`config.mk`:
```
export PLATFORM = sky130hd
export DESIGN_NAME = button_press_hold_classifier_core_flat
export DESIGN_NICKNAME = d
export VERILOG_FILES = /design/src/rtl/bphc_pkg.sv /design/src/rtl/bphc_if.sv /design/src/rtl/bphc_div.sv /design/src/rtl/button_press_hold_classifier_core.sv /design/src/flat_wrapper.sv
export VERILOG_INCLUDE_DIRS = /design/src /design/src/rtl
export SDC_FILE = /design/constraint.sdc
export NUM_CORES = 1
export LEC_CHECK = 0
export BUFFER_PORTS_ARGS = -buffer_cell sky130_fd_sc_hd__buf_2
export CAP_MARGIN = 20
export CORE_ASPECT_RATIO = 0.75
export CORE_MARGIN = 5
export CORE_UTILIZATION = 45
export DETAILED_ROUTE_END_ITERATION = 16
export SYNTH_ARGS = -nofsm -noshare
export SYNTH_HDL_FRONTEND = slang
export SYNTH_SLANG_ARGS = --single-unit
```
`constraint.sdc`:
```
create_clock -name clk_i -period 3.7 [get_ports clk_i]
set_input_delay 0.37 -clock clk_i [delete_from_list [all_inputs] [get_ports clk_i]]
set_output_delay 0.37 -clock clk_i [all_outputs]
set_load 0.005 [all_outputs]
```
`src/rtl/button_press_hold_classifier_core_defines.svh`:
```
// ---------------------------------------------------------------------------
// Assertion macros for the button press classifier
// Shared property forms for implication checks on the block clock.
// ---------------------------------------------------------------------------
`ifndef BUTTON_PRESS_HOLD_CLASSIFIER_CORE_DEFINES_SVH
`define BUTTON_PRESS_HOLD_CLASSIFIER_CORE_DEFINES_SVH

// same-cycle implication
`define BPHC_ASSERT_IMPL(label, clk, rst_n, ante, cons) \
  label: assert property (@(posedge clk) disable iff (!rst_n) (ante) |-> (cons)) \
    else $error("bphc assertion failed");

// next-cycle implication
`define BPHC_ASSERT_NEXT(label, clk, rst_n, ante, cons) \
  label: assert property (@(posedge clk) disable iff (!rst_n) (ante) |=> (cons)) \
    else $error("bphc assertion failed");

`endif

```
`src/rtl/bphc_pkg.sv`:
```
// ---------------------------------------------------------------------------
// Button press classifier package
// Register map, event codes, fixed constants and divider request and response types.
// ---------------------------------------------------------------------------
`timescale 1ns / 1ps

package bphc_pkg;

  localparam int unsigned CFG_AW = 5;

  localparam logic [2:0] REG_SWITCH_MODE = 3'd0;
  localparam logic [2:0] REG_ACTIVE_HIGH = 3'd1;
  localparam logic [2:0] REG_DEBOUNCE    = 3'd2;
  localparam logic [2:0] REG_TIMEOUT     = 3'd3;
  localparam logic [2:0] REG_LONG_PUSH   = 3'd4;
  localparam logic [2:0] REG_CHECK       = 3'd5;
  localparam logic [2:0] REG_FAST_CHECK  = 3'd6;

  localparam logic [1:0] KIND_NONE    = 2'd0;
  localparam logic [1:0] KIND_PRESS   = 2'd1;
  localparam logic [1:0] KIND_HOLD    = 2'd2;
  localparam logic [1:0] KIND_RELEASE = 2'd3;

  localparam logic [7:0] SETUP_PRESSES = 8'd10;
  localparam logic [7:0] COUNT_MAX     = 8'd255;
  localparam logic [3:0] MAX_LEVEL     = 4'd3;
  localparam logic [3:0] NO_LEVEL      = 4'd15;

  typedef struct packed {
    logic        start;
    logic [31:0] dividend;
    logic [15:0] divisor;
  } div_req_t;

  typedef struct packed {
    logic        done;
    logic [31:0] quot;
    logic        rem_nz;
  } div_rsp_t;

endpackage

```
`src/rtl/bphc_if.sv`:
```
// ---------------------------------------------------------------------------
// Button press classifier channels
// Valid/ready channels for input items and result items.
// ---------------------------------------------------------------------------
`timescale 1ns / 1ps

interface bphc_item_if;
  logic        valid;
  logic        ready;
  logic        op;
  logic [31:0] now_ms;
  logic        pin_level;

  modport source (output valid, output op, output now_ms, output pin_level, input ready);
  modport sink   (input valid, input op, input now_ms, input pin_level, output ready);
endinterface

interface bphc_result_if;
  logic       valid;
  logic       ready;
  logic       light_toggle;
  logic [1:0] event_kind;
  logic [7:0] hold_units;
  logic [7:0] press_count;
  logic       setup_request;

  modport source (output valid, output light_toggle, output event_kind, output hold_units,
                  output press_count, output setup_request, input ready);
  modport sink   (input valid, input light_toggle, input event_kind, input hold_units,
                  input press_count, input setup_request, output ready);
endinterface

```
`src/rtl/bphc_div.sv`:
```
// ---------------------------------------------------------------------------
// Button press classifier divider
// Restoring 32 by 16 bit divider, one quotient bit per cycle.
// ---------------------------------------------------------------------------
`timescale 1ns / 1ps

module bphc_div (
  input  logic               clk_i,
  input  logic               rst_ni,
  input  bphc_pkg::div_req_t req_i,
  output bphc_pkg::div_rsp_t rsp_o
);

  logic        busy_q;
  logic        done_q;
  logic [4:0]  cnt_q;
  logic [15:0] rem_q;
  logic [31:0] quot_q;
  logic [15:0] dvs_q;
  logic [16:0] trial;
  logic [16:0] diff;
  logic        fits;

  assign trial = {rem_q, quot_q[31]};
  assign diff  = trial - {1'b0, dvs_q};
  assign fits  = trial >= {1'b0, dvs_q};

  always_ff @(posedge clk_i or negedge rst_ni) begin
    if (!rst_ni) begin
      busy_q <= 1'b0;
      done_q <= 1'b0;
      cnt_q  <= '0;
      rem_q  <= '0;
      quot_q <= '0;
      dvs_q  <= '0;
    end else begin
      done_q <= 1'b0;
      if (req_i.start) begin
        busy_q <= 1'b1;
        cnt_q  <= '0;
        rem_q  <= '0;
        quot_q <= req_i.dividend;
        dvs_q  <= req_i.divisor;
      end else if (busy_q) begin
        rem_q  <= fits ? diff[15:0] : trial[15:0];
        quot_q <= {quot_q[30:0], fits};
        cnt_q  <= cnt_q + 5'd1;
        if (cnt_q == 5'd31) begin
          busy_q <= 1'b0;
          done_q <= 1'b1;
        end
      end
    end
  end

  assign rsp_o.done   = done_q;
  assign rsp_o.quot   = quot_q;
  assign rsp_o.rem_nz = rem_q != 16'd0;

endmodule

```
`src/rtl/button_press_hold_classifier_core.sv`:
```
// ---------------------------------------------------------------------------
// Button press classifier core
// Takes time ticks and pin edge events, each with a millisecond timestamp,
// and gives one result beat per item. Edges outside the debounce window
// toggle the light and count rapid presses; ticks poll a held push button
// for hold levels 1 to 3 and report the held time in long-push units on
// release after a long hold; ten rapid presses followed by a quiet timeout
// raise the setup request. One item at a time: an edge, or a tick without a
// poll of a held or released button, goes through S_DIFF, S_EVAL and S_OUT;
// such a poll also waits in S_DIV and S_FIN on the 32-step divider that
// splits the held time into long-push units. Registers sit on an APB-style
// port at byte address 4 times the register index.
// ---------------------------------------------------------------------------
`timescale 1ns / 1ps
`include "button_press_hold_classifier_core_defines.svh"

module button_press_hold_classifier_core (
  input  logic                         clk_i,
  input  logic                         rst_ni,
  bphc_item_if.sink                    item_i,
  bphc_result_if.source                result_o,
  input  logic                         psel,
  input  logic                         penable,
  input  logic                         pwrite,
  input  logic [bphc_pkg::CFG_AW-1:0]  paddr,
  input  logic [31:0]                  pwdata,
  output logic [31:0]                  prdata,
  output logic                         pready
);

  typedef enum logic [2:0] {
    S_IDLE,
    S_DIFF,
    S_EVAL,
    S_DIV,
    S_FIN,
    S_OUT
  } state_e;

  state_e state_q;

  logic        switch_mode_q;
  logic        active_high_q;
  logic [15:0] debounce_q;
  logic [15:0] timeout_q;
  logic [15:0] long_push_q;
  logic [15:0] check_q;
  logic [15:0] fast_q;

  logic        pressed_q;
  logic [31:0] press_time_q;
  logic [31:0] debounce_time_q;
  logic [31:0] last_check_q;
  logic [7:0]  press_cnt_q;
  logic [3:0]  reported_q;

  logic        op_q;
  logic [31:0] now_q;
  logic        pin_q;
  logic [31:0] held_q;
  logic [31:0] dbc_q;
  logic [31:0] chk_q;
  logic        hold_mode_q;

  logic        w_toggle_q;
  logic [1:0]  w_kind_q;
  logic [7:0]  w_units_q;
  logic        w_setup_q;

  logic        out_valid_q;
  logic        res_toggle_q;
  logic [1:0]  res_kind_q;
  logic [7:0]  res_units_q;
  logic [7:0]  res_count_q;
  logic        res_setup_q;

  bphc_pkg::div_req_t div_req;
  bphc_pkg::div_rsp_t div_rsp;

  logic        cfg_wr;
  logic [2:0]  cfg_idx;
  logic        poll;
  logic        pin_pressed;
  logic [31:0] fast_sched;
  logic        lp_zero;
  logic        gt1;
  logic        gt2;
  logic        gt3;
  logic [3:0]  level;
  logic [7:0]  units_sat;

  assign cfg_wr  = psel && penable && pwrite;
  assign cfg_idx = paddr[bphc_pkg::CFG_AW-1:2];
  assign pready  = 1'b1;

  always_comb begin
    case (cfg_idx)
      bphc_pkg::REG_SWITCH_MODE: prdata = {31'd0, switch_mode_q};
      bphc_pkg::REG_ACTIVE_HIGH: prdata = {31'd0, active_high_q};
      bphc_pkg::REG_DEBOUNCE:    prdata = {16'd0, debounce_q};
      bphc_pkg::REG_TIMEOUT:     prdata = {16'd0, timeout_q};
      bphc_pkg::REG_LONG_PUSH:   prdata = {16'd0, long_push_q};
      bphc_pkg::REG_CHECK:       prdata = {16'd0, check_q};
      bphc_pkg::REG_FAST_CHECK:  prdata = {16'd0, fast_q};
      default:                   prdata = 32'd0;
    endcase
  end

  assign poll        = !switch_mode_q && (chk_q > {16'd0, check_q});
  assign pin_pressed = pin_q == active_high_q;
  assign fast_sched  = now_q - {16'd0, check_q} + {16'd0, fast_q};

  assign div_req.start    = (state_q == S_EVAL) && !op_q && poll && (pin_pressed || pressed_q);
  assign div_req.dividend = held_q;
  assign div_req.divisor  = long_push_q;

  bphc_div u_div (
    .clk_i  (clk_i),
    .rst_ni (rst_ni),
    .req_i  (div_req),
    .rsp_o  (div_rsp)
  );

  // held > i * long_push from quotient and remainder
  assign lp_zero = long_push_q == 16'd0;
  assign gt1 = lp_zero ? (held_q != 32'd0)
             : (div_rsp.quot > 32'd1) || ((div_rsp.quot == 32'd1) && div_rsp.rem_nz);
  assign gt2 = lp_zero ? (held_q != 32'd0)
             : (div_rsp.quot > 32'd2) || ((div_rsp.quot == 32'd2) && div_rsp.rem_nz);
  assign gt3 = lp_zero ? (held_q != 32'd0)
             : (div_rsp.quot > 32'd3) || ((div_rsp.quot == 32'd3) && div_rsp.rem_nz);
  assign level = gt3 ? bphc_pkg::MAX_LEVEL : gt2 ? 4'd2 : gt1 ? 4'd1 : 4'd0;
  assign units_sat = (lp_zero || (div_rsp.quot > 32'd255)) ? bphc_pkg::COUNT_MAX
                   : div_rsp.quot[7:0];

  assign item_i.ready           = state_q == S_IDLE;
  assign result_o.valid         = out_valid_q;
  assign result_o.light_toggle  = res_toggle_q;
  assign result_o.event_kind    = res_kind_q;
  assign result_o.hold_units    = res_units_q;
  assign result_o.press_count   = res_count_q;
  assign result_o.setup_request = res_setup_q;

  always_ff @(posedge clk_i or negedge rst_ni) begin
    if (!rst_ni) begin
      state_q         <= S_IDLE;
      switch_mode_q   <= 1'b0;
      active_high_q   <= 1'b0;
      debounce_q      <= 16'd50;
      timeout_q       <= 16'd1000;
      long_push_q     <= 16'd1000;
      check_q         <= 16'd1000;
      fast_q          <= 16'd100;
      pressed_q       <= 1'b0;
      press_time_q    <= '0;
      debounce_time_q <= '0;
      last_check_q    <= '0;
      press_cnt_q     <= '0;
      reported_q      <= bphc_pkg::NO_LEVEL;
      op_q            <= 1'b0;
      now_q           <= '0;
      pin_q           <= 1'b0;
      held_q          <= '0;
      dbc_q           <= '0;
      chk_q           <= '0;
      hold_mode_q     <= 1'b0;
      w_toggle_q      <= 1'b0;
      w_kind_q        <= bphc_pkg::KIND_NONE;
      w_units_q       <= '0;
      w_setup_q       <= 1'b0;
      out_valid_q     <= 1'b0;
      res_toggle_q    <= 1'b0;
      res_kind_q      <= bphc_pkg::KIND_NONE;
      res_units_q     <= '0;
      res_count_q     <= '0;
      res_setup_q     <= 1'b0;
    end else begin
      if (cfg_wr) begin
        case (cfg_idx)
          bphc_pkg::REG_SWITCH_MODE: switch_mode_q <= pwdata[0];
          bphc_pkg::REG_ACTIVE_HIGH: active_high_q <= pwdata[0];
          bphc_pkg::REG_DEBOUNCE:    debounce_q    <= pwdata[15:0];
          bphc_pkg::REG_TIMEOUT:     timeout_q     <= pwdata[15:0];
          bphc_pkg::REG_LONG_PUSH:   long_push_q   <= pwdata[15:0];
          bphc_pkg::REG_CHECK:       check_q       <= pwdata[15:0];
          bphc_pkg::REG_FAST_CHECK:  fast_q        <= pwdata[15:0];
          default: ;
        endcase
      end

      if (out_valid_q && result_o.ready && (state_q != S_OUT)) begin
        out_valid_q <= 1'b0;
      end

      case (state_q)
        S_IDLE: begin
          if (item_i.valid) begin
            op_q       <= item_i.op;
            now_q      <= item_i.now_ms;
            pin_q      <= item_i.pin_level;
            w_toggle_q <= 1'b0;
            w_kind_q   <= bphc_pkg::KIND_NONE;
            w_units_q  <= '0;
            w_setup_q  <= 1'b0;
            state_q    <= S_DIFF;
          end
        end
        S_DIFF: begin
          held_q  <= now_q - press_time_q;
          dbc_q   <= now_q - debounce_time_q;
          chk_q   <= now_q - last_check_q;
          state_q <= S_EVAL;
        end
        S_EVAL: begin
          state_q <= div_req.start ? S_DIV : S_OUT;
          if (op_q) begin
            if (!switch_mode_q) begin
              pressed_q <= 1'b1;
            end
            if (dbc_q > {16'd0, debounce_q}) begin
              w_toggle_q <= 1'b1;
              w_kind_q   <= bphc_pkg::KIND_PRESS;
              if (held_q < {16'd0, timeout_q}) begin
                if (press_cnt_q != bphc_pkg::COUNT_MAX) begin
                  press_cnt_q <= press_cnt_q + 8'd1;
                end
              end else begin
                press_cnt_q <= 8'd1;
              end
              press_time_q <= now_q;
              reported_q   <= 4'd0;
              last_check_q <= fast_sched;
            end
            debounce_time_q <= now_q;
          end else begin
            w_setup_q <= (press_cnt_q >= bphc_pkg::SETUP_PRESSES)
                         && (held_q > {16'd0, timeout_q});
            if (poll) begin
              hold_mode_q <= pin_pressed;
              if (pin_pressed) begin
                last_check_q    <= fast_sched;
                debounce_time_q <= now_q;
              end else begin
                last_check_q <= now_q;
                if (pressed_q) begin
                  pressed_q <= 1'b0;
                end
              end
            end
          end
        end
        S_DIV: begin
          if (div_rsp.done) begin
            state_q <= S_FIN;
          end
        end
        S_FIN: begin
          if (hold_mode_q) begin
            if ((level != 4'd0) && (level != reported_q)) begin
              reported_q <= level;
              w_kind_q   <= bphc_pkg::KIND_HOLD;
              w_units_q  <= {4'd0, level};
            end
          end else if (gt3) begin
            w_kind_q   <= bphc_pkg::KIND_RELEASE;
            w_units_q  <= units_sat;
            reported_q <= bphc_pkg::NO_LEVEL;
          end
          state_q <= S_OUT;
        end
        S_OUT: begin
          if (!out_valid_q || result_o.ready) begin
            out_valid_q  <= 1'b1;
            res_toggle_q <= w_toggle_q;
            res_kind_q   <= w_kind_q;
            res_units_q  <= w_units_q;
            res_count_q  <= press_cnt_q;
            res_setup_q  <= w_setup_q;
            state_q      <= S_IDLE;
          end
        end
        default: state_q <= S_IDLE;
      endcase
    end
  end

  `BPHC_ASSERT_NEXT(a_busy_after_accept, clk_i, rst_ni, item_i.valid && item_i.ready, !item_i.ready)
  `BPHC_ASSERT_IMPL(a_div_done_in_div, clk_i, rst_ni, div_rsp.done, state_q == S_DIV)
  `BPHC_ASSERT_IMPL(a_toggle_is_press, clk_i, rst_ni, out_valid_q, res_toggle_q == (res_kind_q == bphc_pkg::KIND_PRESS))
  `BPHC_ASSERT_IMPL(a_level_range, clk_i, rst_ni, 1'b1, (reported_q <= bphc_pkg::MAX_LEVEL) || (reported_q == bphc_pkg::NO_LEVEL))

endmodule

```
`src/flat_wrapper.sv`:
```
// flat-port wrapper written by rule: the top's interface ports become plain ports
module button_press_hold_classifier_core_flat 
  (clk_i, rst_ni, psel, penable, pwrite, paddr, pwdata, prdata, pready, item_i_valid, item_i_op, item_i_now_ms, item_i_pin_level, item_i_ready, result_o_valid, result_o_light_toggle, result_o_event_kind, result_o_hold_units, result_o_press_count, result_o_setup_request, result_o_ready);
  bphc_item_if item_i_i ();
  bphc_result_if result_o_i ();
  input  logic clk_i;
  input  logic rst_ni;
  input  logic psel;
  input  logic penable;
  input  logic pwrite;
  input  logic [bphc_pkg::CFG_AW-1:0] paddr;
  input  logic [31:0] pwdata;
  output logic [31:0] prdata;
  output logic pready;
  input wire logic [$bits(item_i_i.valid)-1:0] item_i_valid;
  input wire logic [$bits(item_i_i.op)-1:0] item_i_op;
  input wire logic [$bits(item_i_i.now_ms)-1:0] item_i_now_ms;
  input wire logic [$bits(item_i_i.pin_level)-1:0] item_i_pin_level;
  output wire logic [$bits(item_i_i.ready)-1:0] item_i_ready;
  output wire logic [$bits(result_o_i.valid)-1:0] result_o_valid;
  output wire logic [$bits(result_o_i.light_toggle)-1:0] result_o_light_toggle;
  output wire logic [$bits(result_o_i.event_kind)-1:0] result_o_event_kind;
  output wire logic [$bits(result_o_i.hold_units)-1:0] result_o_hold_units;
  output wire logic [$bits(result_o_i.press_count)-1:0] result_o_press_count;
  output wire logic [$bits(result_o_i.setup_request)-1:0] result_o_setup_request;
  input wire logic [$bits(result_o_i.ready)-1:0] result_o_ready;
  assign item_i_i.valid = item_i_valid;
  assign item_i_i.op = item_i_op;
  assign item_i_i.now_ms = item_i_now_ms;
  assign item_i_i.pin_level = item_i_pin_level;
  assign item_i_ready = item_i_i.ready;
  assign result_o_valid = result_o_i.valid;
  assign result_o_light_toggle = result_o_i.light_toggle;
  assign result_o_event_kind = result_o_i.event_kind;
  assign result_o_hold_units = result_o_i.hold_units;
  assign result_o_press_count = result_o_i.press_count;
  assign result_o_setup_request = result_o_i.setup_request;
  assign result_o_i.ready = result_o_ready;
  button_press_hold_classifier_core u_core (.clk_i(clk_i), .rst_ni(rst_ni), .item_i(item_i_i), .result_o(result_o_i), .psel(psel), .penable(penable), .pwrite(pwrite), .paddr(paddr), .pwdata(pwdata), .prdata(prdata), .pready(pready));
endmodule
```
# Word-level counts from Yosys, hierarchy flattened
# Index checks and enable logic that the tools add are counted.
dict set report classes {
  magnitude_cmp 10
  reduce_logical 56
  n_eq_ne 31
  add_sub_neg 8
  n_bitwise 1
  mux 66
}
# op count
set op_table {}
lappend op_table {{$mux W32} 9}
lappend op_table {{$pmux W16 S7} 1}
lappend op_table {{$gt A32 B16 Y1} 3}
lappend op_table {{$sub A32 B32 Y32} 3}
lappend op_table {{$eq A32 B2 Y1 const B} 2}
lappend op_table {{$gt A32 B2 Y1 const B} 2}
lappend op_table {{$mux W8} 7}
lappend op_table {{$mux W16} 3}
lappend op_table {{$add A32 B16 Y32} 1}
lappend op_table {{$eq A32 B1 Y1 const B} 1}
lappend op_table {{$gt A32 B1 Y1 const B} 1}
lappend op_table {{$gt A32 B8 Y1 const B} 1}
lappend op_table {{$lt A32 B16 Y1} 1}
lappend op_table {{$reduce_bool A32 Y1} 1}
lappend op_table {{$sub A32 B16 Y32} 1}
lappend op_table {{$mux W4} 7}
lappend op_table {{$mux W1} 21}
lappend op_table {{$pmux W3 S6} 1}
lappend op_table {{$reduce_and A2 Y1} 9}
lappend op_table {{$reduce_and A3 Y1} 6}
lappend op_table {{$ge A17 B16 Y1} 1}
lappend op_table {{$logic_not A16 Y1} 1}
lappend op_table {{$pmux W8 S2} 1}
lappend op_table {{$reduce_and A4 Y1} 4}
lappend op_table {{32 further kinds} 84}
dict set report word_totals {
  wordCells 209
  reg_bits 429
  output_inout_bits 55
}

# Depth between registers and ports, before layout
# Gate-level depths: netlist of the first run.
dict set report logic_depth {
  word_depth 12
  depth_mapped 16
  mapped_depth_nobuf 16
}

# By module
# From an unflattened synthesis of the first run, not the netlist that was laid out.
dict set report hier_totals {
  hier_cells 2972
  hier_area_um2 26502.9
}
# mod cells_per_inst area_each_um2 n_inst seq_area_each_um2
set modules_own_cells {}
lappend modules_own_cells {button_press_hold_classifier_core 2524 22363.9 1 8967.4}
lappend modules_own_cells {bphc_div 448 4139.0 1 1776.7}

# Worst setup path before layout of the first run
# Ideal clock, no wire load.
dict set report synth_timing {
  path_kind {register -> register}
  start {register u_core.fast_q[2]}
  end {register u_core.last_check_q[30]}
  setup_ps 120
  arrival_time_ps 3460
  setup_slack_ps 119
  stages_incl_launch_ff 15
  required_time_ps 3580
  path_buffers 0
  cell_sequence {dfstp_2 > inv_1 > fa_1 > inv_1 > ha_1 > nor2b_1 > o21ai_0 > a21boi_0 > o311ai_0 > a211oi_1 > or2_2 > a211oi_1 > o311ai_0 > a31o_2 > o211a_1}
}
dict set report synth_between {
  elab_chain_len 4
}
# item line
set synth_lines {}
lappend synth_lines {{from (decl)} button_press_hold_classifier_core.sv:48} ;# logic [15:0] fast_q;
lappend synth_lines {{from (signal assigned)} button_press_hold_classifier_core.sv:186} ;# bphc_pkg::REG_FAST_CHECK: fast_q <= pwdata[15:0];
lappend synth_lines {{$add A32 B16 Y32 *} button_press_hold_classifier_core.sv:111} ;# assign fast_sched = now_q - {16'd0, check_q} + {16'd0, fast_q};
lappend synth_lines {{$mux W32} button_press_hold_classifier_core.sv:240} ;# if (pin_pressed) begin
lappend synth_lines {{$mux W32} button_press_hold_classifier_core.sv:238} ;# if (poll) begin
lappend synth_lines {{$mux W32 *} button_press_hold_classifier_core.sv:216} ;# if (op_q) begin
lappend synth_lines {{to (signal assigned)} button_press_hold_classifier_core.sv:232} ;# last_check_q <= fast_sched;
lappend synth_lines {{to (signal assigned)} button_press_hold_classifier_core.sv:241} ;# last_check_q <= fast_sched;
lappend synth_lines {{to (signal assigned)} button_press_hold_classifier_core.sv:244} ;# last_check_q <= now_q;
lappend synth_lines {{to (decl)} button_press_hold_classifier_core.sv:53} ;# logic [31:0] last_check_q;
# Mark *: on every way between the ends. The rest lies on a longest branch, timed or not. The select of a mux whose other input is x is not followed.
# A chain may end at the register's enable or synchronous reset.

# Final worst setup path of the first run
dict set report layout_timing {
  start {register u_core.check_q[9]}
  end {register u_core.last_check_q[15]}
}
dict set report layout_between {
  elab_chain_len 5
}
# item line
set layout_lines {}
lappend layout_lines {{from (decl)} button_press_hold_classifier_core.sv:47} ;# logic [15:0] check_q;
lappend layout_lines {{from (signal assigned)} button_press_hold_classifier_core.sv:185} ;# bphc_pkg::REG_CHECK: check_q <= pwdata[15:0];
lappend layout_lines {{$sub A32 B16 Y32} button_press_hold_classifier_core.sv:111}
lappend layout_lines {{$add A32 B16 Y32} button_press_hold_classifier_core.sv:111}
lappend layout_lines {{$mux W32} button_press_hold_classifier_core.sv:240}
lappend layout_lines {{$mux W32} button_press_hold_classifier_core.sv:238}
lappend layout_lines {{$mux W32} button_press_hold_classifier_core.sv:216}
# Several ways; a longest one is shown, not always the timed one. The select of a mux whose other input is x is not followed.

==> flow_summary_export.csv, run 1 <==
group,metric,value,unit
floorplan,ioPinCount,133,
sta,drv_slew,0,
global_route,track_usage,23.0,%
worst_setup_path,worst_setup_path_start_kind,"flip-flop",
synthesis,yosysWarnings,0,
finish,multi_input_area,14200,um2
worst_setup_path,worstSetupPathType,"flip-flop to flip-flop",
detailed_routing,num_vias,21600,
floorplan,die_h,220,um
worst_setup_path,critPathCaptureType,"flip-flop",
global_route,grt_pass1_vias,20900,
sta,finalCritPeriodShare,96.7,%
clock_network,cts_buffer_depth,3,
detailed_routing,viasPerCell,5.48,
global_route,grt-ovfl-total,0,
clock_network,clkLatencyLatePin,0.59,ns
detailed_routing,drt-pass1-iter-count,5,
synthesis,netlist_top_cells_area,"dfrtp_1 (38%), ha_1 (9.2%), o21ai_0 (7.7%)",
synthesis,yosysMostFrequentCell,"nand2_1",
sta,relSlewSlack,37.1,%
synthesis,synth_edf_count,0,
worst_setup_path,r2r_start,"u_core.check_q[9]",
detailed_routing,antenna_left,0,
clock_network,clk_pin_slew,0.06,ns
sta,hold_violations,0,
synthesis,synth_largest_area_cell,"dfrtp_1",
sta,fin_crit,3.58,ns
detailed_routing,drcViolationCount,0,
finish,postLayoutCellArea,30200,um2
sta,fmax,279,MHz
floorplan,start_util,45.7,%
synthesis,ys_ff_latch,428,
floorplan,row_count,76,
global_route,grt_pass1_wl,117000,um
finish,seqCellArea,10700,um2
placed_design,routabilityCongestion,0.938,
worst_setup_path,required,4.21,ns
finish,final_nets,3412,
finish,synthToLayoutAreaGrowth,14.6,%
sta,rsz0062_at_grt,"yes",
clock_network,clock_sinks,428,
worst_setup_path,cp.arrival,4.08,ns
synthesis,syn_inst,2969,
placed_design,hpwl,55200,um
worst_setup_path,startpoint,"u_core.check_q[9]",
pwr,pwr_density_cell,1090,nW/um2
global_route,grt_max_degree,94,
floorplan,core_area,57700,um2
floorplan,die_w,289,um
finish,drive_above_1_share,13.1,%
placed_design,dpl.cell_count,3826,
synthesis,syn_area_per_cell,8.88,um2
clock_network,cts_tree,"done",
synthesis,synth.distinct_cells,76,
finish,post-route-util,52.4,%
synthesis,synthTopCellsByCount,"nand2_1 (438), o21ai_0 (407), dfrtp_1 (401)",
pwr,irDropWorstVdd,515,uV
global_route,antenna_found_initial,4,
sta,fin_skew,0.0185,ns
finish,antennaDiodeCount,0,
finish,fill_cells,5320,
synthesis,synthArstFlopShare,100,%
sta,fin_ws,0.121,ns
detailed_routing,drt_wl_total,73000,um
placed_design,portBuffers,97,
worst_hold_path,hold_path_startpoint,"item_i_now_ms[5]",
clock_network,cts-root-buf,"clkbuf_16",
detailed_routing,wl_per_cell,18.5,um
finish,finalNonFillerCells,3938,
clock_network,htree_levels,2,
synthesis,syn_area,26400,um2
worst_hold_path,hp-class,"primary input to flip-flop",
placed_design,pre_cts_ws,-0.173,ns
sta,final-setup-viol-count,0,
flow_run,drv_cap,0,
synthesis,yosysSeqAreaShare,40.8,%
detailed_routing,drt_iter0_markers,1626,
floorplan,dieArea,63600,um2
outcome,status,"completed",
worst_setup_path,crit_fanout,33,
pwr,p_leak,14.5,nW
synthesis,synth_flop_cell,"dfrtp_1",
sta,tightest_slew,0.942,ns
synthesis,synth_top_area_share,38.1,%
placed_design,placed_area,28200,um2
clock_network,cts_buffers,48,
-- repair_timing --
item | in CTS | in global routing
setup endpoints to repair | 5 | 68
resized for setup | 13 | 28
hold buffers | 20 | 0
hold endpoints to repair | 83 | 0
buffers inserted | 1 | 3
gates cloned | 0 | 0
pin swaps | 2 | 17
-- routing by layer --
layer,share of wire [%],vias up,GRT usage (%),routed length [um]
met5,0.040,-,0,29
met4,1.9,4,5.20,1420
met3,5.3,93,3.07,3870
met2,43,518,34.6,31500
met1,50,10300,35.3,36200
li1,-,10600,-,-
-- critical path, stage by stage, from the launching register on --
cell and delay, ns:
dfstp_2 0.57, inv_1 0.07, ha_1 0.29, a21o_1 0.18
a21o_1 0.16, a21oi_1 0.14, o21ai_0 0.24, a221oi_1 0.69
nor4_2 0.15, or2_2 0.47, buf_12 0.22, o21ai_0 0.09
a21oi_1 0.07, a21oi_1 0.14
-- registers in the layout, summed over array words and instances (netlist names), 32 cells and up --
name and flops:
u_core.last_check_q 32, u_core.dbc_q 32, u_core.now_q 32, u_core.press_time_q 32, u_core.chk_q 32, u_core.u_div.quot_q 32
u_core.debounce_time_q 32, u_core.held_q 32
-- placed cells by master, fill, tap and decap left out, drive strengths merged, types with 22 or more instances in the layout --
| cell | synthesis | routed |
|---|---|---|
| a211oi | 22 | 22 |
| a21o | 85 | 85 |
| a21oi | 136 | 136 |
| a31oi | 29 | 29 |
| and3 | 24 | 24 |
| buf | 24 | 203 |
| clkbuf | 112 | 70 |
| dfrtp | 401 | 401 |
| dfstp | 27 | 27 |
| ha | 193 | 193 |
| inv | 281 | 281 |
| mux2 | 54 | 54 |
| mux2i | 55 | 55 |
| nand2 | 438 | 438 |
| nand2b | 30 | 30 |
| nand3 | 37 | 37 |
| nand4 | 27 | 27 |
| nor2 | 98 | 98 |
| nor2b | 25 | 25 |
| nor3 | 38 | 38 |
| nor4 | 37 | 37 |
| o21a | 22 | 22 |
| o21ai | 412 | 412 |
| o31ai | 26 | 26 |
| xnor2 | 60 | 60 |
| xor2 | 50 | 50 |
-- stage by stage --
| stage | hold WS [ns] | TNS, ns | total power [mW] |
|---|---|---|---|
| global placement | 0.438 | -0.376 | 26.9 |
| CTS | 0.00319 | 0 | 32.5 |
| detailed placement | 0.440 | -0.459 | 27.3 |
| global route | 0.0234 | -0.0658 | 35.8 |
| floorplan | 0.0744 | 0 | 21.9 |
| finish | 0.0275 | 0 | 32.8 |
-- area by class of cell --
cell class | count | area share, %
clock buffers | 70 | 4.65
clock inverters | 17 | 0.551
inverters | 281 | 3.49
multi-input cells | 2139 | 47.1
flip-flops and latches | 428 | 35.6
well taps | 780 | 3.23
repair buffers | 223 | 5.39
-- cells by family after synthesis --
family	share of synthesized area, %
flops	40.8
buf+inv	6.18
mux	4.40
other cells	0.0285
simple gates	14.3
fa+ha+maj	10.7
compound gates	19.9
xor+xnor	3.65
-- report_power, final --
group | switching, mW | internal, mW | leakage, nW | total (mW)
clock | 1.96 | 2.83 | 0.782 | 4.79
sequential | 1.61 | 6.72 | 5.23 | 8.33
combinational | 11.2 | 8.48 | 8.52 | 19.7
total | 14.8 | 18.0 | 14.5 | 32.8
-- path summary, 6_finish.rpt --
kind                                      endpoint  slack (ns)  cells after the start
min reg2reg                       u_core.dbc_q[23]        0.48                      2
min                                u_core.now_q[5]        0.03                      3
max in group asynchronous         u_core.now_q[14]        2.25                      3
max reg2reg                u_core.last_check_q[15]        0.12                     13
min in group asynchronous   u_core.u_div.rem_q[14]        0.40                      2
max                        u_core.last_check_q[15]        0.12                     13
(Power assumes the default switching activity.)
==> inputs of run 2 (changes only) <==
--- a/config.mk
+++ b/config.mk
@@ -6,12 +6,14 @@
 export SDC_FILE = /design/constraint.sdc
 export NUM_CORES = 1
 export LEC_CHECK = 0
+export ABC_AREA = 1
 export BUFFER_PORTS_ARGS = -buffer_cell sky130_fd_sc_hd__buf_2
 export CAP_MARGIN = 20
 export CORE_ASPECT_RATIO = 0.75
 export CORE_MARGIN = 5
-export CORE_UTILIZATION = 45
+export CORE_UTILIZATION = 57
 export DETAILED_ROUTE_END_ITERATION = 16
+export PLACE_DENSITY = 0.78
 export SYNTH_ARGS = -nofsm -noshare
 export SYNTH_HDL_FRONTEND = slang
 export SYNTH_SLANG_ARGS = --single-unit
==> run 2 against run 1 <==
Against the previous run: clock skew down 0.0033 ns; wire length up 19%; first-iteration DRC count is 70% higher; largest cell class unchanged; setup slack better by 0.20 ns; critical path depth shrank 1; sequential share of layout area is 1.2 points lower.
==> flow_summary_export.csv, run 2 <==
group,metric,value,unit
worst_setup_path,critPathTopFamily,"compound AO/OA/AOI/OAI gates",
synthesis,yosysSeqAreaShare,37.8,%
synthesis,synthArstFlopShare,100,%
sta,rsz0062_at_grt,"no",
finish,final_nets,4166,
sta,hold_violations,0,
worst_setup_path,critPathCaptureType,"flip-flop",
clock_network,clkLatencyLatePin,0.60,ns
floorplan,row_count,70,
global_route,grt_pass1_wl,137000,um
floorplan,ioPinCount,133,
global_route,grt_max_degree,144,
placed_design,dpl.cell_count,4456,
sta,fin_skew,0.0152,ns
clock_network,htree_levels,2,
clock_network,cts_tree,"done",
sta,fin_crit,3.38,ns
clock_network,cts-root-buf,"clkbuf_16",
worst_setup_path,cp_cell_sequence,"inv_1, fa_1, inv_1, ha_1, a21oi_1, o21ai_0, a21oi_1, o21ai_0, o21ai_0, o21ai_0, nand2_2, o21ai_2",
synthesis,synth_top_area_share,35.3,%
worst_setup_path,crit_fanout,5,
clock_network,clk_pin_slew,0.07,ns
synthesis,synth.distinct_cells,60,
floorplan,die_h,203,um
synthesis,synth_flop_cell,"dfrtp_1",
global_route,grt-ovfl-total,0,
synthesis,syn_area_per_cell,7.54,um2
global_route,antenna_found_initial,0,
worst_setup_path,cp_slowest_cell,"fa_1",
clock_network,cts_resized,0,
synthesis,syn_inst,3763,
worst_setup_path,slowest_delay,0.57,ns
synthesis,syn_area,28400,um2
detailed_routing,num_vias,26200,
sta,relSlewSlack,35.7,%
placed_design,portBuffers,97,
finish,synthToLayoutAreaGrowth,10.2,%
sta,setup_tns,0,ns
global_route,track_usage,31.8,%
synthesis,synthTopCellsByCount,"nand2_1 (884), inv_1 (508), dfrtp_1 (401)",
finish,final_cell_mix,"nand2_1 (883), inv_1 (507), dfrtp_1 (401)",
detailed_routing,wl_per_cell,19.1,um
placed_design,routabilityCongestion,1.04,
synthesis,synth_largest_area_cell,"dfrtp_1",
detailed_routing,drcViolationCount,0,
worst_setup_path,worst_setup_path_start_kind,"flip-flop",
detailed_routing,drt_wl_total,87200,um
clock_network,cts_buffer_depth,3,
placed_design,hpwl,66900,um
synthesis,ys_ff_latch,428,
worst_setup_path,required,4.16,ns
sta,finalCritPeriodShare,91.3,%
detailed_routing,antenna_left,0,
sta,fin_ws,0.320,ns
finish,final_common_cell,"nand2_1",
finish,drive_above_1_share,9.82,%
synthesis,synth_edf_count,0,
floorplan,start_util,57.9,%
detailed_routing,drt-pass1-iter-count,8,
placed_design,pre_cts_ws,0.460,ns
clock_network,clock_sinks,428,
sta,final-setup-viol-count,0,
clock_network,cts_setup_buffers,0,
global_route,grt_pass1_vias,24800,
finish,antennaDiodeCount,0,
floorplan,die_w,268,um
floorplan,dieArea,54400,um2
synthesis,netlist_top_cells_area,"dfrtp_1 (35%), nand2_1 (12%), ha_1 (8.5%)",
floorplan,core_area,49000,um2
outcome,status,"completed",
worst_setup_path,path_buf_inv,2,
finish,post-route-util,63.8,%
synthesis,yosysWarnings,0,
detailed_routing,drt_iter0_markers,2767,
clock_network,cts_buffers,45,
sta,drv_slew,0,
flow_run,drv_cap,0,
sta,fmax,296,MHz
synthesis,yosysMostFrequentCell,"nand2_1",
worst_hold_path,hp-class,"primary input to flip-flop",
detailed_routing,viasPerCell,5.75,
worst_setup_path,worstSetupPathType,"flip-flop to flip-flop",
worst_setup_path,worst_path_most_repeated_cell,"o21ai_0",
finish,finalNonFillerCells,4559,
sta,tightest_slew,0.964,ns
worst_setup_path,cp.arrival,3.84,ns
## run 2: changes by cell type after synthesis, moves of 54 or more
cell / before / now
nand2_1: 438 / 884
o21ai_1: 5 / 59
mux2i_1: 55 / 0
a21o_1: 85 / 23
clkbuf_1: 112 / 56
nor2_1: 98 / 274
nand3_1: 37 / 249
inv_1: 281 / 508
## run 2: final cells by class
type / count / area [um2]
Clock buffer: 67 / 1320
Clock inverter: 16 / 179
Fill cell: 4410 / 17800
Inverter: 513 / 1930
Multi-Input combinational cell: 2713 / 15100
Sequential cell: 428 / 10700
Tap cell: 648 / 811
Timing Repair Buffer: 174 / 1200
## run 2: stage by stage
stage | instance area, um2 | hold slack [ns]
detailed placement | 29600 | 0.415
global route | 31300 | 0.0108
CTS | 31300 | 0.00145
floorplan | 28400 | 0.0744
global placement | 29600 | 0.411
finish | 31300 | 0.0195
## run 2: metal layers
layer	GRT usage [%]	vias to the layer above	part of all wire (%)
li1	-	12600	-
met1	46.5	12300	45
met2	46.8	1096	42
met3	8.00	166	9.6
met4	9.97	0	3.4
met5	0	-	0
## run 2: worst paths after layout
kind	start	endpoint	slack [ns]	depth (start not counted)
setup / recovery	u_core.fast_q[6]	u_core.last_check_q[9]	0.32	12
hold reg to reg	u_core.reported_q[2]	u_core.reported_q[2]	0.47	2
hold / removal	item_i_now_ms[5]	u_core.now_q[5]	0.02	3
setup reg to reg	u_core.fast_q[6]	u_core.last_check_q[9]	0.32	12
max in group asynchronous	rst_ni	u_core.debounce_q[1]	2.36	3
min in group asynchronous	rst_ni	u_core.u_div.dvs_q[10]	0.37	2
## run 2: cells by family after synthesis
logic type	Yosys count	share of synthesized area, %
AND/OR/NAND/NOR	1583	24.1
XOR/XNOR	72	2.22
buffers and inverters	637	9.22
flip-flops	428	37.8
adder cells (fa/ha/maj)	213	9.92
other	2	0.0265
AO/OA/AOI/OAI	818	16.3
multiplexers	10	0.397
## run 2: worst register-to-register path: stages (launching register included)
cell and delay [ns]:
dfstp_2 0.52, inv_1 0.08, fa_1 0.57, inv_1 0.06, ha_1 0.35, a21oi_1 0.22, o21ai_0 0.18, a21oi_1 0.31
o21ai_0 0.22, o21ai_0 0.35, o21ai_0 0.19, nand2_2 0.13, o21ai_2 0.06
## run 2: repair_timing
action / 4_1_cts / 5_1_grt
hold buffers: 20 / 0
hold endpoints to repair: 89 / 0
setup endpoints to repair: 0 / 0
Power of run 2 is not shown: default switching activity piles up to over one toggle a cycle in this logic, so the estimate is an artifact.
